===== src/hw/rtl/frot_pkg.sv =====
// ---------------------------------------------------------------------------
// frot_pkg: shared types and constants for the planar frame rotation core
// Datapath widths, gain constant, arctangent table and pipeline item types.
// ---------------------------------------------------------------------------
`default_nettype none

package frot_pkg;

  // Rotation iterations: default and hard upper limit
  localparam int CORDIC_STAGES_DEF = 16;
  localparam int MAX_STAGES        = 32;

  // Guard bits kept below the Q16.16 point inside the rotator
  localparam int GUARD_BITS = 16;
  // Product width of the 32x32 gain multiply
  localparam int PROD_W     = 64;
  // Magnitude width after the gain multiply is scaled down
  localparam int MAG_W      = PROD_W - GUARD_BITS;
  // Rotator word: magnitude plus sign plus headroom for the CORDIC gain
  localparam int DATA_W     = MAG_W + 4;

  // 0.6072529350 in Q0.32
  localparam logic [31:0] GAIN_COMP = 32'd2608131496;

  // Direction command codes
  localparam logic CMD_G2L = 1'b0;
  localparam logic CMD_L2G = 1'b1;

  // One item in flight through the rotator
  typedef struct packed {
    logic signed [DATA_W-1:0] px;
    logic signed [DATA_W-1:0] py;
    logic signed [DATA_W-1:0] vx;
    logic signed [DATA_W-1:0] vy;
    logic        [31:0]       z;
    logic        [15:0]       heading;
    logic        [31:0]       yaw;
  } frot_pipe_t;

  // Finished result
  typedef struct packed {
    logic signed [31:0] px;
    logic signed [31:0] py;
    logic        [15:0] heading;
    logic signed [31:0] vx;
    logic signed [31:0] vy;
    logic        [31:0] yaw;
  } frot_res_t;

  // atan(2^-i) in 2^32-per-turn units
  function automatic logic [31:0] atan_lut(input logic [4:0] idx);
    logic [31:0] a;
    unique case (idx)
      5'd0:  a = 32'h20000000;
      5'd1:  a = 32'h12E4051E;
      5'd2:  a = 32'h09FB385B;
      5'd3:  a = 32'h051111D4;
      5'd4:  a = 32'h028B0D43;
      5'd5:  a = 32'h0145D7E1;
      5'd6:  a = 32'h00A2F61E;
      5'd7:  a = 32'h00517C55;
      5'd8:  a = 32'h0028BE53;
      5'd9:  a = 32'h00145F2F;
      5'd10: a = 32'h000A2F98;
      5'd11: a = 32'h000517CC;
      5'd12: a = 32'h00028BE6;
      5'd13: a = 32'h000145F3;
      5'd14: a = 32'h0000A2FA;
      5'd15: a = 32'h0000517D;
      5'd16: a = 32'h000028BE;
      5'd17: a = 32'h0000145F;
      5'd18: a = 32'h00000A30;
      5'd19: a = 32'h00000518;
      5'd20: a = 32'h0000028C;
      5'd21: a = 32'h00000146;
      5'd22: a = 32'h000000A3;
      5'd23: a = 32'h00000051;
      5'd24: a = 32'h00000029;
      5'd25: a = 32'h00000014;
      5'd26: a = 32'h0000000A;
      5'd27: a = 32'h00000005;
      5'd28: a = 32'h00000003;
      5'd29: a = 32'h00000001;
      5'd30: a = 32'h00000001;
      default: a = 32'h00000000;
    endcase
    return a;
  endfunction

endpackage

`default_nettype wire


===== src/hw/rtl/frot_cordic_stage.sv =====
// ---------------------------------------------------------------------------
// frot_cordic_stage: one CORDIC micro-rotation, registered
// Rotates both vectors by the same direction, picked from the sign of z.
// ---------------------------------------------------------------------------
`default_nettype none

module frot_cordic_stage
  import frot_pkg::*;
#(
  parameter int SHIFT = 0
) (
  input  wire logic       clk_i,
  input  wire logic       rst_ni,
  input  wire logic       in_valid_i,
  output      logic       in_ready_o,
  input  wire frot_pipe_t in_data_i,
  output      logic       out_valid_o,
  input  wire logic       out_ready_i,
  output      frot_pipe_t out_data_o
);

  localparam logic [31:0] ANGLE = atan_lut(5'(SHIFT));

  logic       vld_q;
  logic       rdy;
  frot_pipe_t data_d, data_q;

  assign rdy        = !vld_q || out_ready_i;
  assign in_ready_o = rdy;

  always_comb begin
    data_d = in_data_i;
    if (!in_data_i.z[31]) begin
      data_d.px = in_data_i.px - (in_data_i.py >>> SHIFT);
      data_d.py = in_data_i.py + (in_data_i.px >>> SHIFT);
      data_d.vx = in_data_i.vx - (in_data_i.vy >>> SHIFT);
      data_d.vy = in_data_i.vy + (in_data_i.vx >>> SHIFT);
      data_d.z  = in_data_i.z - ANGLE;
    end else begin
      data_d.px = in_data_i.px + (in_data_i.py >>> SHIFT);
      data_d.py = in_data_i.py - (in_data_i.px >>> SHIFT);
      data_d.vx = in_data_i.vx + (in_data_i.vy >>> SHIFT);
      data_d.vy = in_data_i.vy - (in_data_i.vx >>> SHIFT);
      data_d.z  = in_data_i.z + ANGLE;
    end
  end

  always_ff @(posedge clk_i or negedge rst_ni) begin
    if (!rst_ni) begin
      vld_q <= 1'b0;
    end else if (rdy) begin
      vld_q <= in_valid_i;
    end
  end

  always_ff @(posedge clk_i) begin
    if (rdy && in_valid_i) data_q <= data_d;
  end

  assign out_valid_o = vld_q;
  assign out_data_o  = data_q;

endmodule

`default_nettype wire


===== config.mk =====
export PLATFORM = sky130hd
export DESIGN_NAME = frot_cordic_stage
export DESIGN_NICKNAME = d
export VERILOG_FILES = /design/src/hw/rtl/frot_pkg.sv /design/src/hw/rtl/frot_cordic_stage.sv
export SDC_FILE = /design/constraint.sdc
export NUM_CORES = 1
export LEC_CHECK = 0
export BUFFER_PORTS_ARGS = -buffer_cell sky130_fd_sc_hd__buf_4
export CORE_UTILIZATION = 45
export DETAILED_ROUTE_END_ITERATION = 8
export PLACE_DENSITY = 0.68
export SETUP_SLACK_MARGIN = 0.4
export SKIP_LAST_GASP = 1
export SLEW_MARGIN = 20
export SYNTH_ARGS = -nofsm -noshare
export SYNTH_HDL_FRONTEND = slang
export SYNTH_SLANG_ARGS = --single-unit

===== constraint.sdc =====
create_clock -name clk_i -period 12.3 [get_ports clk_i]
set_clock_uncertainty 0.1 [all_clocks]
set_input_delay 1.23 -clock clk_i [delete_from_list [all_inputs] [get_ports clk_i]]
set_output_delay 1.23 -clock clk_i [all_outputs]
set_load 0.02 [all_outputs]

==> flow_metrics.py, run 1 <==
metrics = {
    "run_status": {
        "outcome": "finished, final reports clean",
    },
    "grt": {
        "grt_max_degree": 86,
        "grt_usage_pct": 33.17,
        "grt_antenna_before_repair": 17,
        "grt_pass1_wl_um": 158100,
        "grt_overflow": 0,
        "grt_pass1_vias": 25440,
    },
    "sta": {
        "post-route-period-util_pct": 40.82,
        "rsz0062_at_grt": "false",
        "worst_slack_ns": 7.279,
        "min_period_ns": 5.021,
        "clock.fmax_ghz": 0.1992,
        "hold_ws_ns": 0.3403,
        "tightest_slew_ns": 1.191,
        "drv_slew": 0,
        "final-setup-viol-count": 0,
        "fin_tns_setup_ns": 0,
        "relSlewSlack_pct": 20.42,
        "hold_viol_final": 0,
    },
    "yosys": {
        "synth-simple-area-share_pct": 13.82,
        "synth_top_area_share_pct": 31.30,
        "synth_xor_area_share_pct": 6.506,
        "synthAdderAreaFrac_pct": 14.46,
        "postSynthAreaPerCell_um2": 8.483,
        "synth_top_family_by_area": "compound AO/OA/AOI/OAI gates",
        "synth.most_common_cell": "a21oi_1",
        "async_flop_share_pct": 0.3484,
        "synth.mux.area_fraction_pct": 1.906,
        "ys_ff_latch": 287,
        "syn_nets": 3840,
        "yosysTopAreaCell": "edfxtp_1",
        "synthTopCellsByArea": "edfxtp_1 (31%), ha_1 (14%), a21oi_1 (8.0%)",
        "ys.flop_type": "edfxtp_1",
        "syn-cell-area_mm2": 0.02744,
        "synth_compound_area_share_pct": 25.26,
        "yosysWarnings": 0,
        "ys_types": 103,
        "synth_commonest_cells": "a21oi_1 (437), inv_1 (313), ha_1 (306), edfxtp_1 (286), nor2_1 (285)",
        "synth_cells": 3235,
        "synth_edf_count": 286,
        "ys_seq_area_share_pct": 31.39,
    },
    "floorplan": {
        "fp.dieW_um": 248.9,
        "core.rowCount": 90,
        "core_area_mm2": 0.06036,
        "die_area_mm2": 0.06197,
        "fp.dieH_um": 248.9,
        "boundaryPins": 582,
        "initial_core_util_pct": 45.46,
    },
    "drt": {
        "viasPerCell": 6.024,
        "wire_per_inst_um": 23.74,
        "drtIter0Drc": 3036,
        "ant_nets": 0,
        "drt-total-wl_um": 107600,
        "drcViolationCount": 0,
        "drtPass1Iterations": 8,
        "num_vias": 27310,
    },
    "clock_tree": {
        "clkTransAtPathRegs_ns": 0.07,
        "clkSinkCount": 287,
        "cts_setup_buffers": 0,
        "cts_tree": "built",
        "clock-root-buffer": "clkbuf_16",
        "holdBufCountCts": 0,
        "cts.htree.levels": 2,
        "cts_made_buffers": 36,
        "cts.repair.resized": 0,
        "clock_path_buffers": 3,
        "clk_latency_ns": 0.55,
    },
    "setup_path": {
        "crit_path_cell_trace": "buf_4, ha_1, inv_1, fa_1, o21ba_2, a2111oi_1, o22ai_1, a21oi_1, a21oi_1, o21ai_1, a21oi_1, nor3_1, o21ai_0, o211ai_1, xnor2_1",
        "crit_type": "in -> reg",
        "r2r_start": "out_valid_o",
        "cpPeakStageDelay_ns": 1.05,
        "required_ns": 12.51,
        "critPathSlowestCell": "a2111oi_1",
        "r2r_slack_ns": 9.05,
        "start_kind": "primary input",
        "crit_buf_inv": 2,
        "rr_worst_depth": 4,
        "cp.depth": 15,
        "critical-path-top-delay-family": "compound AO/OA/AOI/OAI gates",
        "critPathArrivalTime_ns": 5.23,
        "crit_fanout": 4,
        "timing.rr.end": "out_data_o[113]",
        "path_common_cell": "a21oi_1",
        "end_kind": "register",
    },
    "worst_hold_path": {
        "min_path_type": "in -> async",
    },
    "power": {
        "comb_power_share_pct": 39.1,
        "p_leak_uw": 0.01446,
        "p_sw_uw": 1444,
        "ir_drop_mv": 0.08955,
        "p_per_area_mw_per_mm2": 114.8,
        "power_frac_clock_pct": 27.7,
        "p_sw_share_pct": 37.66,
        "p_int_uw": 2391,
        "totalPowerFinal_uw": 3835,
        "power.share.sequential_pct": 33.2,
    },
    "place": {
        "place_worst_setup_slack_ns": 6.788,
        "numPortBuffers": 581,
        "place_hpwl_um": 87220,
        "routabilityCongestion": 1.010,
    },
    "finish": {
        "drive_above_1_share_pct": 19.05,
        "regArea_mm2": 0.008613,
        "nNetsFinal": 4319,
        "fillCellCount": 5760,
        "syn_to_final_growth_pct": 21.76,
        "multi_input_area_mm2": 0.01700,
    },
    "run": {
        "drv_cap": 0,
    },
}
[area by class of cell]
type,count,area share [%]
multi-input cells,2479,50.89
flip-flops and latches,287,25.78
repair buffers,590,13.28
inverters,320,3.595
well taps,782,2.928
clock buffers,43,2.839
clock inverters,23,0.6291
diodes,9,0.06741
[worst max path at each step]
stage	startpoint	end	slack, ns
after floorplan	out_ready_i	out_data_o[0]	3.50
after global placement	in_data_i[80]	out_data_o[130]	6.87
after detailed placement	in_data_i[80]	out_data_o[130]	6.79
after CTS	in_data_i[80]	out_data_o[130]	7.36
after global routing	in_data_i[80]	out_data_o[130]	7.19
final	in_data_i[80]	out_data_o[178]	7.28
[routing by layer]
| layer | up-vias | part of all wire (%) | GRT usage [%] |
|---|---|---|---|
| met2 | 1479 | 45 | 52.52 |
| met5 | - | 0.080 | 0 |
| met4 | 14 | 4.3 | 14.37 |
| met3 | 242 | 9.3 | 7.064 |
| met1 | 12980 | 41 | 43.61 |
| li1 | 12590 | - | - |
[cell usage in the layout (no fill, tap or decap), drive strengths merged, types with 28 or more instances in the layout]
cell type and count:
a21oi 440, nand2 193, a21o 50, buf 589, xnor2 188, nor2b 34, inv 320, o31ai 41
edfxtp 286, o21bai 86, mux2i 50, nor4 28, nand4 54, a211oi 30, o21ai 250, ha 306
nor3 61, nor2 285, nand3 47, clkbuf 44
[kinds of logic (layout without fill, tap and decap cells)]
kind of cell,Yosys count,in the layout
AO/OA/AOI/OAI,1106,1106
AND/OR/NAND/NOR,805,805
buffers and inverters,469,976
adder cells (fa/ha/maj),313,313
flip-flops,287,287
XOR/XNOR,203,203
multiplexers,52,52
other,0,9
[power groups by stage]
stage                     Sequential (uW)  Combinational, uW  Clock, uW
after floorplan                      1410                783          0
after global placement               1290               1460          0
after detailed placement             1290               1460          0
after CTS                            1270               1470       1080
after global routing                 1280               1590       1120
final                                1270               1500       1060
[worst register-to-register path: stages (launching register included)]
cell      delay [ns]
dfrtp_1         0.38
nand2b_1        0.19
and2_4          0.49
buf_4           0.76
buf_4           0.92
[state kept, by name (all words and copies together) (netlist names)]
| name | cells |
|---|---|
| out_data_o | 286 |
| out_valid_o | 1 |
[through the flow]
| stage | instances | area, um2 | util, % |
|---|---|---|---|
| after floorplan | 3235 | 27440 | - |
| after global placement | 4458 | 32230 | 53.40 |
| after detailed placement | 4458 | 32230 | 53.40 |
| after CTS | 4524 | 33390 | 55.32 |
| after global routing | 4532 | 33410 | 55.35 |
| final | 4533 | 33410 | 55.36 |
Power figures use the tool's default switching activity.
==> inputs of run 2 (changes only) <==
==> constraint.sdc (replaced) <==
create_clock -name clk_i -period 4.93 [get_ports clk_i]
set_clock_uncertainty 0.1 [all_clocks]
set_input_delay 0.493 -clock clk_i [delete_from_list [all_inputs] [get_ports clk_i]]
set_output_delay 0.493 -clock clk_i [all_outputs]
set_load 0.02 [all_outputs]
==> run 2 against run 1 <==
Against the previous run: the flow now finishes with violations (DRC); via count rose by 1.1%; sequential power up 150%; utilization grew 1.6 points; worst hold slack got worse by 0.31 ns; cell count is 2.3% higher; critical endpoint is now out_data_o[182]; highest routed layer unchanged.
==> flow_metrics.py, run 2 (synthesis results as in run 1) <==
metrics = {
    "clock_tree": {
        "clkTransAtPathRegs_ns": 0.06,
        "cts_tree": "built",
        "clock_path_buffers": 3,
        "clock-root-buffer": "clkbuf_16",
        "clk_latency_ns": 0.56,
        "cts_made_buffers": 35,
        "clkSinkCount": 287,
        "cts.repair.resized": 0,
        "cts_setup_buffers": 0,
        "cts.htree.levels": 2,
        "holdBufCountCts": 67,
    },
    "setup_path": {
        "critPathArrivalTime_ns": 4.32,
        "start_kind": "primary input",
        "crit_fanout": 10,
        "cpPeakStageDelay_ns": 0.57,
        "crit_type": "in -> reg",
        "crit_path_cell_trace": "buf_4, inv_1, ha_1, clkinv_1, a2111o_1, o22ai_1, a21oi_1, a21oi_1, o21ai_1, a21oi_1, nor2_1, a21oi_1, o22ai_1, xnor2_1",
        "timing.rr.end": "out_data_o[164]",
        "path_common_cell": "a21oi_1",
        "critical-path-top-delay-family": "compound AO/OA/AOI/OAI gates",
        "critPathSlowestCell": "a21oi_1",
        "crit_buf_inv": 3,
        "end_kind": "register",
        "r2r_start": "out_valid_o",
        "r2r_slack_ns": 2.65,
        "required_ns": 5.12,
        "rr_worst_depth": 3,
    },
    "place": {
        "place_worst_setup_slack_ns": 0.2625,
        "routabilityCongestion": 1.020,
        "numPortBuffers": 581,
        "place_hpwl_um": 87900,
    },
    "sta": {
        "final-setup-viol-count": 0,
        "min_period_ns": 4.133,
        "rsz0062_at_grt": "false",
        "worst_slack_ns": 0.7970,
        "hold_viol_final": 0,
        "fin_tns_setup_ns": 0,
        "drv_slew": 0,
        "post-route-period-util_pct": 83.83,
        "clock.fmax_ghz": 0.2420,
        "relSlewSlack_pct": 33.56,
        "tightest_slew_ns": 0.9966,
    },
    "drt": {
        "drtIter0Drc": 3213,
        "drcViolationCount": 2,
        "num_vias": 27600,
        "wire_per_inst_um": 23.54,
        "drtPass1Iterations": 9,
        "ant_nets": 0,
        "viasPerCell": 5.950,
        "drt-total-wl_um": 109200,
    },
    "floorplan": {
        "initial_core_util_pct": 45.46,
        "fp.dieW_um": 248.9,
        "die_area_mm2": 0.06197,
        "core_area_mm2": 0.06036,
        "fp.dieH_um": 248.9,
        "boundaryPins": 582,
        "core.rowCount": 90,
    },
    "run_status": {
        "violations": "DRC",
        "outcome": "finished, violations left",
    },
    "grt": {
        "grt_pass1_wl_um": 161600,
        "grt_overflow": 0,
        "grt_usage_pct": 33.85,
        "grt_antenna_before_repair": 11,
        "grt_pass1_vias": 25940,
        "grt_max_degree": 179,
    },
    "finish": {
        "nNetsFinal": 4431,
        "final_common_cell": "buf_4",
        "final_cell_mix": "buf_4 (630), a21oi_1 (437), inv_1 (312), ha_1 (306), edfxtp_1 (286)",
        "fillCellCount": 5726,
        "syn_to_final_growth_pct": 25.25,
        "largest_reg_flops": 286,
        "drive_above_1_share_pct": 19.57,
    },
    "run": {
        "drv_cap": 0,
    },
    "worst_hold_path": {
        "min_path_type": "in -> reg",
        "hp-start": "in_data_i[26]",
        "hold_path_end": "out_data_o[26]",
        "hold_depth": 1,
    },
    "power": {
        "p_per_area_mw_per_mm2": 274.7,
        "ir_drop_mv": 0.2345,
        "p_leak_uw": 0.01492,
    },
}
-- run 2: power breakdown --
group	leakage [uW]	switching, uW	internal, uW
registers	0.00273	104	3070
logic	0.0117	2420	1430
clock network	0.000503	1080	1340
-- run 2: area by class of cell --
class	count	area (um2)	share of cell area [%]
multi-input cells	2479	17000	49.47
flip-flops and latches	287	8613	25.06
repair buffers	703	5514	16.04
inverters	320	1201	3.495
well taps	782	978.4	2.847
clock buffers	39	912.1	2.654
clock inverters	20	128.9	0.3750
diodes	8	20.02	0.05825
-- run 2: worst register-to-register path, cell delays in order (launching register included) --
cell and delay [ns]:
dfrtp_1 0.38, nand2b_1 0.12, and2_4 0.80, buf_12 0.41
-- run 2: how the worst max path moves through the flow --
stage | cells after the start | endpoint | startpoint
6_report | 14 | out_data_o[182] | in_data_i[93]
5_1_grt | 16 | out_data_o[126] | in_data_i[80]
3_5_place_dp | 16 | out_data_o[178] | in_data_i[80]
2_1_floorplan | 13 | out_data_o[229] | in_data_i[185]
4_1_cts | 16 | out_data_o[178] | in_data_i[80]
3_3_place_gp | 16 | out_data_o[178] | in_data_i[80]
-- run 2: metal layers --
metal  up-vias  global-route usage (%)  part of all wire (%)
met5         -                       0                 0.033
met4         8                   13.50                   4.2
met3       221                   6.803                   9.2
met2      1504                   54.43                    45
met1     13080                   44.50                    41
li1      12790                       -                     -
-- run 2: metrics by stage --
stage                     utilization, %  cells  power (uW)  hold WS (ns)  area (um2)
final                              56.94   4638        9441       0.03095       34370
after global routing               56.94   4637        9829      0.007386       34370
after CTS                          56.91   4630        9413     0.0004475       34350
after detailed placement           54.08   4504        6923        0.1690       32640
after global placement             54.08   4504        6931        0.1689       32640
after floorplan                        -   3235        5452       0.09741       27440
