--- config.mk ---
export PLATFORM = sky130hd
export DESIGN_NAME = frot_finish
export DESIGN_NICKNAME = d
export VERILOG_FILES = /design/src/hw/rtl/frot_pkg.sv /design/src/hw/rtl/frot_finish.sv
export SDC_FILE = /design/constraint.sdc
export NUM_CORES = 1
export LEC_CHECK = 0
export ABC_CLOCK_PERIOD_IN_PS = 7300
export BUFFER_PORTS_ARGS = -buffer_cell sky130_fd_sc_hd__buf_4
export CAP_MARGIN = 30
export CORE_AREA = 2 2 180 182
export CTS_CLUSTER_DIAMETER = 80
export CTS_CLUSTER_SIZE = 16
export DETAILED_ROUTE_END_ITERATION = 7
export DIE_AREA = 0 0 182 184
export GPL_TIMING_DRIVEN = 1
export PLACE_DENSITY = 0.65
export SYNTH_ARGS = -nofsm -noshare
export SYNTH_HDL_FRONTEND = slang
export SYNTH_SLANG_ARGS = --single-unit
export TNS_END_PERCENT = 10
--- constraint.sdc ---
create_clock -name clk_i -period 7.3 [get_ports clk_i]
set_input_delay 1.46 -clock clk_i [delete_from_list [all_inputs] [get_ports clk_i]]
set_output_delay 1.46 -clock clk_i [all_outputs]
set_load 0.005 [all_outputs]
--- src/hw/rtl/frot_pkg.sv ---
// ---------------------------------------------------------------------------
// frot_pkg: shared types and constants for the planar frame rotation core
// Datapath widths, gain constant, arctangent table and pipeline item types.
// ---------------------------------------------------------------------------
`default_nettype none

package frot_pkg;

  // Rotation iterations: default and hard upper limit
  localparam int CORDIC_STAGES_DEF = 16;
  localparam int MAX_STAGES        = 32;

  // Guard bits kept below the Q16.16 point inside the rotator
  localparam int GUARD_BITS = 16;
  // Product width of the 32x32 gain multiply
  localparam int PROD_W     = 64;
  // Magnitude width after the gain multiply is scaled down
  localparam int MAG_W      = PROD_W - GUARD_BITS;
  // Rotator word: magnitude plus sign plus headroom for the CORDIC gain
  localparam int DATA_W     = MAG_W + 4;

  // 0.6072529350 in Q0.32
  localparam logic [31:0] GAIN_COMP = 32'd2608131496;

  // Direction command codes
  localparam logic CMD_G2L = 1'b0;
  localparam logic CMD_L2G = 1'b1;

  // One item in flight through the rotator
  typedef struct packed {
    logic signed [DATA_W-1:0] px;
    logic signed [DATA_W-1:0] py;
    logic signed [DATA_W-1:0] vx;
    logic signed [DATA_W-1:0] vy;
    logic        [31:0]       z;
    logic        [15:0]       heading;
    logic        [31:0]       yaw;
  } frot_pipe_t;

  // Finished result
  typedef struct packed {
    logic signed [31:0] px;
    logic signed [31:0] py;
    logic        [15:0] heading;
    logic signed [31:0] vx;
    logic signed [31:0] vy;
    logic        [31:0] yaw;
  } frot_res_t;

  // atan(2^-i) in 2^32-per-turn units
  function automatic logic [31:0] atan_lut(input logic [4:0] idx);
    logic [31:0] a;
    unique case (idx)
      5'd0:  a = 32'h20000000;
      5'd1:  a = 32'h12E4051E;
      5'd2:  a = 32'h09FB385B;
      5'd3:  a = 32'h051111D4;
      5'd4:  a = 32'h028B0D43;
      5'd5:  a = 32'h0145D7E1;
      5'd6:  a = 32'h00A2F61E;
      5'd7:  a = 32'h00517C55;
      5'd8:  a = 32'h0028BE53;
      5'd9:  a = 32'h00145F2F;
      5'd10: a = 32'h000A2F98;
      5'd11: a = 32'h000517CC;
      5'd12: a = 32'h00028BE6;
      5'd13: a = 32'h000145F3;
      5'd14: a = 32'h0000A2FA;
      5'd15: a = 32'h0000517D;
      5'd16: a = 32'h000028BE;
      5'd17: a = 32'h0000145F;
      5'd18: a = 32'h00000A30;
      5'd19: a = 32'h00000518;
      5'd20: a = 32'h0000028C;
      5'd21: a = 32'h00000146;
      5'd22: a = 32'h000000A3;
      5'd23: a = 32'h00000051;
      5'd24: a = 32'h00000029;
      5'd25: a = 32'h00000014;
      5'd26: a = 32'h0000000A;
      5'd27: a = 32'h00000005;
      5'd28: a = 32'h00000003;
      5'd29: a = 32'h00000001;
      5'd30: a = 32'h00000001;
      default: a = 32'h00000000;
    endcase
    return a;
  endfunction

endpackage

`default_nettype wire

--- src/hw/rtl/frot_finish.sv ---
// ---------------------------------------------------------------------------
// frot_finish: drop guard bits and saturate, output register
// Rounds half up, clamps each component to the signed 32-bit range.
// ---------------------------------------------------------------------------
`default_nettype none

module frot_finish
  import frot_pkg::*;
(
  input  wire logic       clk_i,
  input  wire logic       rst_ni,
  input  wire logic       in_valid_i,
  output      logic       in_ready_o,
  input  wire frot_pipe_t in_data_i,
  output      logic       out_valid_o,
  input  wire logic       out_ready_i,
  output      frot_res_t  out_data_o
);

  localparam int SH_W = DATA_W - GUARD_BITS;

  function automatic logic [31:0] round_sat(input logic signed [DATA_W-1:0] v);
    logic [DATA_W-1:0] sum;
    logic [SH_W-1:0]   sh;
    logic [31:0]       r;
    sum = v + (DATA_W'(1) << (GUARD_BITS - 1));
    sh  = sum[DATA_W-1:GUARD_BITS];
    if (!sh[SH_W-1] && (|sh[SH_W-2:31])) begin
      r = 32'h7FFF_FFFF;
    end else if (sh[SH_W-1] && !(&sh[SH_W-2:31])) begin
      r = 32'h8000_0000;
    end else begin
      r = sh[31:0];
    end
    return r;
  endfunction

  logic      vld_q;
  logic      rdy;
  frot_res_t data_d, data_q;

  assign rdy        = !vld_q || out_ready_i;
  assign in_ready_o = rdy;

  always_comb begin
    data_d.px      = round_sat(in_data_i.px);
    data_d.py      = round_sat(in_data_i.py);
    data_d.heading = in_data_i.heading;
    data_d.vx      = round_sat(in_data_i.vx);
    data_d.vy      = round_sat(in_data_i.vy);
    data_d.yaw     = in_data_i.yaw;
  end

  always_ff @(posedge clk_i or negedge rst_ni) begin
    if (!rst_ni) begin
      vld_q <= 1'b0;
    end else if (rdy) begin
      vld_q <= in_valid_i;
    end
  end

  always_ff @(posedge clk_i) begin
    if (rdy && in_valid_i) data_q <= data_d;
  end

  assign out_valid_o = vld_q;
  assign out_data_o  = data_q;

endmodule

`default_nettype wire

==> run_results.csv, run 1 <==
group,metric,value,unit
run_status,status,"finished, final reports clean",
sta,max_freq,0.257,GHz
setup_path,end_kind,"register",
setup_path,crit_family,"simple AND/OR/NAND/NOR gates",
synthesis,synth.avg_cell_area,11.7,sq um
sta,fin_setup_tns,0,ns
synthesis,syn_area,9160,sq um
power,p_per_area,194,nW/um^2
clock_tree,cts_buffer_depth,2,
synthesis,syn_nets,1082,
place,dp_hpwl,21.1,mm
setup_path,cp_max_fo,17,
setup_path,r2r_setup_slack,5.06,ns
clock_tree,root_buffer,"clkbuf_16",
synthesis,seq_area_frac_synth,58.0,%
sta,min_period_over_period,53.2,%
clock_tree,clk_latency,0.44,ns
cells_and_area,syn_to_final_growth,42.1,%
sta,relSlewSlack,35.8,%
die,die_h,184,um
setup_path,rr_worst_depth,3,
route,drt_iter0_drc,401,
die,dieArea,33500,sq um
setup_path,rr_endpoint,"out_data_o[82]$_SDFFCE_PP1P_",
place,dp.cells,1540,
job,maxCapViolCount,0,
power,ir_drop,0.142,mV
min_path,worstHoldPathCells,2,
sta,setup_violations,0,
setup_path,cp.buffers_inverters,2,
setup_path,r2r-start,"out_valid_o$_DFFE_PN0N_",
min_path,whs_endpoint,"out_valid_o$_DFFE_PN0N_",
clock_tree,cts_tree,"yes",
synthesis,async_reset_ff_share,0.565,%
min_path,holdCritStartpoint,"out_valid_o$_DFFE_PN0N_",
route,routed_wl,27.4,mm
clock_tree,postCtsHoldBufs,0,
synthesis,yosys_register_bits,177,
setup_path,crit_path_start_kind,"input pin",
place,placed_cell_area,12400,sq um
sta,whs,0.597,ns
sta,hold_viol_final,0,
clock_tree,clk_pin_slew,0.07,ns
sta,grt_setup_unrepaired,"false",
setup_path,cp.required,7.47,ns
cells_and_area,drive_gt1_share,37.6,%
clock_tree,cts_setup_buffers,0,
setup_path,path_cells,"buf_4 > ha_1 > and4_1 > nand4_1 > nor4b_4 > mux2_2 > a31oi_1 > o21ai_1 > buf_4 > o21ai_0",
die,placementRows,65,
setup_path,critical_path_arrival,4.06,ns
clock_tree,htree_levels,4,
grt,antenna_found_initial,2,
die,fp.coreArea,31400,sq um
place,pre_cts_ws,2.96,ns
synthesis,synthCells,786,
route,antenna_left,0,
cells_and_area,final_common_cell,"buf_4",
synthesis,ys_types,60,
sta,maxSlewViolCount,0,
route,drt_pre_antenna_iters,5,
sta,fin_ws,3.41,ns
place,gp_congestion,0.821,
place,portBuffers,377,
synthesis,synthFlopType,"edfxtp_1",
clock_tree,cts_sinks,177,
grt,gr-total-overflow,0,
grt,grt_max_degree,74,
synthesis,synth_edf_count,176,
clock_tree,cts_resized,0,
grt,first_global_vias,7574,
cells_and_area,fillers,3048,
route,drc,0,
setup_path,slowest_stage,"o21ai_1",
sta,skew,0.00809,ns
clock_tree,cts_inserted_buffers,17,
die,die_w,182,um
route,drt-vias-per-instance,4.88,
synthesis,yosysWarnings,0,
setup_path,max_stage_delay,0.69,ns
power,p_leak,4.90,nW
setup_path,timing.critical_path.mode_cell,"buf_4",
die,pin_count,470,
grt,grt_pass1_wl,41.8,mm
setup_path,crit_type,"in -> reg",
route,wl_per_cell,17.4,um
cells_and_area,layout_common_cells,"buf_4, edfxtp_1, o21ai_0",
cells_and_area,final_area,13000,sq um
power,finalPower,2.52,mW
cells_and_area,finalCoreUtilization,41.5,%
die,initial_core_util,29.2,%
sta,tightestPinTransition,0.963,ns
grt,grt_usage,16.1,%
cells_and_area,fin_nets,1453,
cells_and_area,multiInputGateArea,3650,sq um
cells_and_area,seqCellArea,5310,sq um
route,vias,7678,
min_path,hold_path_class,"reg -> reg",
sta,period_minus_slack,3.89,ns
cells_and_area,final_cells,1573,
tightest hold or removal path: stages, from the launching register on:
cell and delay [ns]:
dfrtp_1 0.37, nand2b_1 0.10, nand2b_1 0.10
synth_stat cells (8+ instances only):
| master | instances | area share, % |
|---|---|---|
| and2_1 | 8 | 0.55 |
| and3_1 | 25 | 1.7 |
| and4_1 | 15 | 1.4 |
| clkbuf_1 | 17 | 0.70 |
| edfxtp_1 | 176 | 58 |
| inv_1 | 13 | 0.53 |
| nand2_1 | 53 | 2.2 |
| nand3_1 | 49 | 2.7 |
| nand4_1 | 38 | 2.6 |
| nor2_1 | 45 | 1.8 |
| nor3_1 | 8 | 0.44 |
| o21ai_0 | 113 | 6.2 |
| o21ai_1 | 13 | 0.71 |
| xnor2_1 | 46 | 4.4 |
| xor2_1 | 80 | 7.6 |
final cells by class:
cell class | instances | area share (%)
Sequential cell | 177 | 40.8
Multi-Input combinational cell | 562 | 28.0
Timing Repair Buffer | 386 | 22.3
Tap cell | 402 | 3.86
Clock buffer | 18 | 3.30
Clock inverter | 13 | 1.24
Inverter | 13 | 0.375
Antenna cell | 2 | 0.0384
report_power, final:
part | switching (mW) | total, mW | internal (mW) | leakage, nW
clock network | 0.409 | 0.946 | 0.538 | 0.279
logic | 0.177 | 0.361 | 0.184 | 2.96
registers | 0.0177 | 1.21 | 1.20 | 1.66
total | 0.603 | 2.52 | 1.92 | 4.90
routing by layer:
metal	vias to the layer above	routed length (um)	part of all wire, %	global-route usage [%]
met3	29	1960	7.2	4.77
met5	-	0	0	0
met1	3684	10900	40	18.7
met4	0	620	2.3	6.74
li1	3679	-	-	-
met2	286	14000	51	27.8
registers in the layout, summed over array words and instances (netlist names):
name	cells
out_data_o	176
out_valid_o	1
cell families (layout without fill, tap and decap cells):
kind of cell / count (synthesis) / in the layout / share of synthesized area [%]
other: 0 / 2 / 0
xor gates and xnor gates: 126 / 126 / 12.0
and+or+nand+nor: 274 / 274 / 17.1
DFF: 177 / 177 / 58.0
muxes: 4 / 4 / 0.478
buffers and inverters: 47 / 430 / 2.43
adders and majority gates: 4 / 4 / 0.546
AOI/OAI and AO/OA: 154 / 154 / 9.45
worst max path at each step:
stage,start,endpoint,cells past startpoint
floorplan,out_ready_i,out_data_o[0]$_DFFE_PP_,2
global route,in_data_i[147],out_data_o[80]$_SDFFCE_PP1P_,10
global placement,in_data_i[109],out_data_o[46]$_SDFFCE_PP1P_,8
CTS,in_data_i[147],out_data_o[80]$_SDFFCE_PP1P_,10
finish,in_data_i[147],out_data_o[80]$_SDFFCE_PP1P_,10
detailed placement,in_data_i[147],out_data_o[80]$_SDFFCE_PP1P_,10
(Power assumes the default switching activity.)
==> run 2: changes to the inputs <==
--- a/config.mk
+++ b/config.mk
@@ -5,16 +5,16 @@
 export SDC_FILE = /design/constraint.sdc
 export NUM_CORES = 1
 export LEC_CHECK = 0
-export ABC_CLOCK_PERIOD_IN_PS = 7300
+export ABC_CLOCK_PERIOD_IN_PS = 4000
 export BUFFER_PORTS_ARGS = -buffer_cell sky130_fd_sc_hd__buf_4
 export CAP_MARGIN = 30
-export CORE_AREA = 2 2 180 182
+export CORE_AREA = 2 2 182 184
 export CTS_CLUSTER_DIAMETER = 80
 export CTS_CLUSTER_SIZE = 16
 export DETAILED_ROUTE_END_ITERATION = 7
-export DIE_AREA = 0 0 182 184
+export DIE_AREA = 0 0 184 186
 export GPL_TIMING_DRIVEN = 1
-export PLACE_DENSITY = 0.65
+export PLACE_DENSITY = 0.64
 export SYNTH_ARGS = -nofsm -noshare
 export SYNTH_HDL_FRONTEND = slang
 export SYNTH_SLANG_ARGS = --single-unit
==> constraint.sdc (replaced) <==
create_clock -name clk_i -period 4 [get_ports clk_i]
set_input_delay 0.8 -clock clk_i [delete_from_list [all_inputs] [get_ports clk_i]]
set_output_delay 0.8 -clock clk_i [all_outputs]
set_load 0.005 [all_outputs]
==> run 2 against run 1 <==
Net effect: worst hold slack got worse by 0.48 ns; clock power up 83%; sequential power grew 83%; non-clock buffer count is 6 higher; first-iteration DRC count down 19%; clock skew shrank 0.0011 ns; combinational power rose by 87%; setup slack worse by 2.5 ns; clock-buffer cell count did not move; sequential share of layout area decreased by 0.23 points; cell area is 0.57% higher; register-to-register slack worse by 3.0 ns; largest cell class unchanged; highest routed layer is now met5.
==> run_results.csv, run 2 (synthesis results as in run 1) <==
group,metric,value,unit
cells_and_area,fillers,3131,
sta,setup_violations,0,
grt,antenna_found_initial,2,
grt,grt_max_degree,57,
sta,grt_setup_unrepaired,"false",
setup_path,crit_path_start_kind,"input pin",
clock_tree,cts_tree,"yes",
sta,tightestPinTransition,0.794,ns
die,dieArea,34200,sq um
die,pin_count,470,
clock_tree,htree_levels,4,
setup_path,cp_max_fo,27,
grt,first_global_vias,7523,
place,pre_cts_ws,0.449,ns
cells_and_area,syn_to_final_growth,42.9,%
sta,period_minus_slack,3.13,ns
job,maxCapViolCount,0,
min_path,hold_path_class,"in -> async",
clock_tree,clk_latency,0.45,ns
cells_and_area,final_common_cell,"buf_4",
route,wl_per_cell,17.5,um
cells_and_area,fin_nets,1459,
clock_tree,cts_inserted_buffers,17,
cells_and_area,final_area,13100,sq um
grt,grt_pass1_wl,41.2,mm
sta,maxSlewViolCount,0,
die,die_h,186,um
sta,relSlewSlack,47.1,%
route,vias,7703,
clock_tree,root_buffer,"clkbuf_16",
die,initial_core_util,28.4,%
place,dp_hpwl,21.6,mm
sta,hold_viol_final,0,
setup_path,end_kind,"register",
place,placed_cell_area,12500,sq um
setup_path,r2r_setup_slack,2.09,ns
clock_tree,postCtsHoldBufs,0,
route,drt_pre_antenna_iters,5,
die,placementRows,66,
route,drt-vias-per-instance,4.86,
sta,whs,0.119,ns
place,portBuffers,377,
clock_tree,cts_setup_buffers,0,
place,dp.cells,1552,
cells_and_area,drive_gt1_share,37.8,%
cells_and_area,layout_common_cells,"buf_4, edfxtp_1, o21ai_0",
sta,fin_ws,0.875,ns
power,p_per_area,353,nW/um^2
clock_tree,cts_buffer_depth,2,
run_status,status,"finished, final reports clean",
sta,max_freq,0.320,GHz
power,ir_drop,0.269,mV
sta,fin_setup_tns,0,ns
setup_path,critical_path_arrival,3.29,ns
die,fp.coreArea,32200,sq um
cells_and_area,finalCoreUtilization,40.6,%
sta,skew,0.00702,ns
setup_path,cp.required,4.16,ns
place,gp_congestion,0.864,
route,antenna_left,0,
setup_path,rr_worst_depth,3,
power,finalPower,4.62,mW
power,p_leak,4.94,nW
die,die_w,184,um
route,routed_wl,27.7,mm
setup_path,r2r-start,"out_valid_o$_DFFE_PN0N_",
cells_and_area,final_cells,1584,
route,drt_iter0_drc,325,
clock_tree,clk_pin_slew,0.07,ns
clock_tree,cts_resized,0,
clock_tree,cts_sinks,177,
grt,gr-total-overflow,0,
route,drc,0,
cells_and_area,largest_reg_flops,176,
setup_path,crit_type,"in -> reg",
sta,min_period_over_period,78.1,%
setup_path,rr_endpoint,"out_data_o[156]$_SDFFCE_PP1P_",
grt,grt_usage,15.7,%
run 2: report_power, final:
part	total [mW]	internal, mW	switching [mW]	leakage, nW
clock network	1.73	0.981	0.751	0.284
registers	2.21	2.18	0.0313	1.66
logic	0.674	0.345	0.328	3.00
total	4.62	3.51	1.11	4.94
run 2: how the worst max path moves through the flow:
stage | start | end
detailed placement | in_data_i[109] | out_data_o[62]$_SDFFCE_PP1P_
global route | in_data_i[147] | out_data_o[69]$_SDFFCE_PP1P_
floorplan | out_ready_i | out_data_o[0]$_DFFE_PP_
finish | in_data_i[109] | out_data_o[46]$_SDFFCE_PP1P_
global placement | in_data_i[147] | out_data_o[74]$_SDFFCE_PP1P_
CTS | in_data_i[109] | out_data_o[62]$_SDFFCE_PP1P_
run 2: routing by layer:
metal | track usage [%] | wire (um) | share of wire [%]
met1 | 17.7 | 10700 | 39
met2 | 27.8 | 14100 | 51
met3 | 4.75 | 2180 | 7.9
met4 | 6.53 | 652 | 2.4
met5 | 0 | 13 | 0.047
run 2: worst max-delay path, stage by stage:
cell	delay (ns)
buf_4	0.12
nand4_1	0.24
nor4_2	0.42
nand4_1	0.29
nor3_2	0.29
a31oi_1	0.16
o41ai_4	0.46
buf_4	0.32
o21ai_0	0.17
run 2: area by class of cell:
| type | instances | area (sq um) | area share [%] |
|---|---|---|---|
| diodes | 1 | 2.50 | 0.0191 |
| clock buffers | 18 | 429 | 3.28 |
| clock inverters | 13 | 163 | 1.24 |
| inverters | 13 | 48.8 | 0.373 |
| multi-input cells | 562 | 3650 | 27.9 |
| flip-flops and latches | 177 | 5310 | 40.6 |
| well taps | 408 | 510 | 3.90 |
| repair buffers | 392 | 2980 | 22.8 |
==> run 3: changes to the inputs <==
--- a/config.mk
+++ b/config.mk
@@ -5,7 +5,7 @@
 export SDC_FILE = /design/constraint.sdc
 export NUM_CORES = 1
 export LEC_CHECK = 0
-export ABC_CLOCK_PERIOD_IN_PS = 4000
+export ABC_CLOCK_PERIOD_IN_PS = 2900
 export BUFFER_PORTS_ARGS = -buffer_cell sky130_fd_sc_hd__buf_4
 export CAP_MARGIN = 30
 export CORE_AREA = 2 2 182 184
==> constraint.sdc (replaced) <==
create_clock -name clk_i -period 2.9 [get_ports clk_i]
set_input_delay 0.58 -clock clk_i [delete_from_list [all_inputs] [get_ports clk_i]]
set_output_delay 0.58 -clock clk_i [all_outputs]
set_load 0.005 [all_outputs]
==> run 3 against run 2 <==
Net effect: total power is 40% higher; clock-buffer cell count is the same; non-clock buffer count grew 35; highest routed layer unchanged; core utilization increased by 1.1 points; die area is the same; worst hold slack gained 0.19 ns; register-to-register slack worse by 0.65 ns; sequential power is 38% higher; flip-flop and latch count did not move; clock power is 43% higher; cell area up 2.7%; global-route usage about the same; critical endpoint is now out_data_o[78]$_SDFFCE_PP1P_.
==> run_results.csv, run 3 (synthesis results as in run 1) <==
group,metric,value,unit
run_status,status,"finished, final reports clean",
die,pin_count,470,
die,dieArea,34200,sq um
route,antenna_left,0,
sta,fin_setup_tns,0,ns
sta,relSlewSlack,67.2,%
grt,first_global_vias,7506,
setup_path,cp_max_fo,17,
route,drt-vias-per-instance,4.82,
route,wl_per_cell,17.1,um
clock_tree,clk_pin_slew,0.08,ns
setup_path,path_cells,"buf_4 > ha_1 > and4_1 > nand4_1 > nor4b_4 > a211oi_1 > or3_1 > a21oi_1 > buf_4 > o21ai_0",
sta,setup_violations,0,
grt,grt_pass1_wl,41.1,mm
sta,period_minus_slack,2.52,ns
route,vias,7802,
setup_path,crit_family,"simple AND/OR/NAND/NOR gates",
die,initial_core_util,28.4,%
setup_path,critical_path_arrival,2.68,ns
clock_tree,htree_levels,4,
clock_tree,cts_tree,"yes",
place,portBuffers,377,
sta,hold_viol_final,0,
die,die_h,186,um
route,routed_wl,27.7,mm
cells_and_area,layout_common_cells,"buf_4, edfxtp_1, o21ai_0",
cells_and_area,final_common_cell,"buf_4",
min_path,hold_path_class,"in -> reg",
setup_path,crit_path_start_kind,"input pin",
setup_path,cp.depth,10,
grt,grt-busiest-layer,"met2",
grt,grt_max_degree,69,
place,gp_congestion,0.859,
setup_path,slowest_stage,"or3_1",
grt,met3_usage,4.97,%
setup_path,cp.required,3.06,ns
setup_path,cp.buffers_inverters,2,
clock_tree,cts_inserted_buffers,17,
power,p_per_area,482,nW/um^2
sta,skew,0.0108,ns
cells_and_area,seqCellArea,5310,sq um
setup_path,crit_type,"in -> reg",
cells_and_area,syn_to_final_growth,46.8,%
clock_tree,cts_sinks,177,
grt,gr-total-overflow,0,
cells_and_area,drive_gt1_share,39.6,%
sta,grt_setup_unrepaired,"false",
power,ir_drop,0.366,mV
min_path,worstHoldPathCells,1,
setup_path,timing.critical_path.mode_cell,"buf_4",
setup_path,end_kind,"register",
sta,maxSlewViolCount,0,
sta,tightestPinTransition,0.488,ns
grt,grt_usage,15.7,%
setup_path,max_stage_delay,0.40,ns
clock_tree,postCtsHoldBufs,1,
die,fp.coreArea,32200,sq um
setup_path,rr_worst_depth,3,
cells_and_area,fillers,3139,
cells_and_area,multiInputGateArea,3650,sq um
clock_tree,cts_setup_buffers,0,
power,p_leak,5.16,nW
sta,max_freq,0.397,GHz
cells_and_area,fin_nets,1494,
route,drc,0,
clock_tree,clk_latency,0.44,ns
cells_and_area,final_area,13400,sq um
grt,gr-usage-met2,27.6,%
grt,grt_use_met1,17.8,%
cells_and_area,largest_reg_flops,176,
route,drt_iter0_drc,370,
grt,antenna_found_initial,3,
clock_tree,cts_buffer_depth,2,
clock_tree,cts_resized,0,
clock_tree,root_buffer,"clkbuf_16",
sta,min_period_over_period,86.8,%
job,maxCapViolCount,0,
place,dp_hpwl,21.7,mm
power,finalPower,6.48,mW
place,placed_cell_area,12800,sq um
die,die_w,184,um
die,placementRows,66,
route,drt_pre_antenna_iters,5,
[run 3: layout make-up]
cell class              count  share of cell area, %
multi-input cells         562                   27.1
clock inverters            14                   1.40
diodes                      1                 0.0186
inverters                  13                  0.363
flip-flops and latches    177                   39.5
clock buffers              18                   3.19
well taps                 408                   3.80
repair buffers            427                   24.6
[run 3: final timing paths]
path,startpoint,end,slack [ns]
worst max-delay path,in_data_i[147],out_data_o[78]$_SDFFCE_PP1P_,0.38
worst min-delay path,in_data_i[21],out_data_o[21]$_DFFE_PP_,0.31
worst max register to register,out_valid_o$_DFFE_PN0N_,out_data_o[68]$_SDFFCE_PP1P_,1.44
worst min register to register,out_valid_o$_DFFE_PN0N_,out_valid_o$_DFFE_PN0N_,0.56
max in group asynchronous,rst_ni,out_valid_o$_DFFE_PN0N_,2.38
min in group asynchronous,rst_ni,out_valid_o$_DFFE_PN0N_,0.45
[run 3: power breakdown]
group          leakage, nW  internal, mW  total (mW)  switching, mW
Combinational         3.20         0.501       0.955          0.454
Sequential            1.66          3.01        3.05         0.0424
Clock                0.301          1.44        2.48           1.04
[run 3: per-stage QoR]
step                      instances  setup slack [ns]  hold slack, ns  util [%]
after floorplan                 786             0.207           0.284         -
after global placement         1586           -0.0277           0.356      39.8
after detailed placement       1586           -0.0630           0.357      39.8
after CTS                      1619             0.403           0.281      41.7
after global routing           1619             0.240           0.280      41.7
final                          1620             0.384           0.309      41.8
[run 3: metal layers]
metal	wire length, um	vias to the layer above
met2	14100	301
li1	-	3769
met3	2400	37
met1	10600	3693
met5	16	-
met4	558	2
[run 3: worst reg2reg max path, stage by stage, from the launching register on]
cell,delay [ns]
dfrtp_1,0.39
nand2b_1,0.12
and2_4,0.21
buf_12,0.31
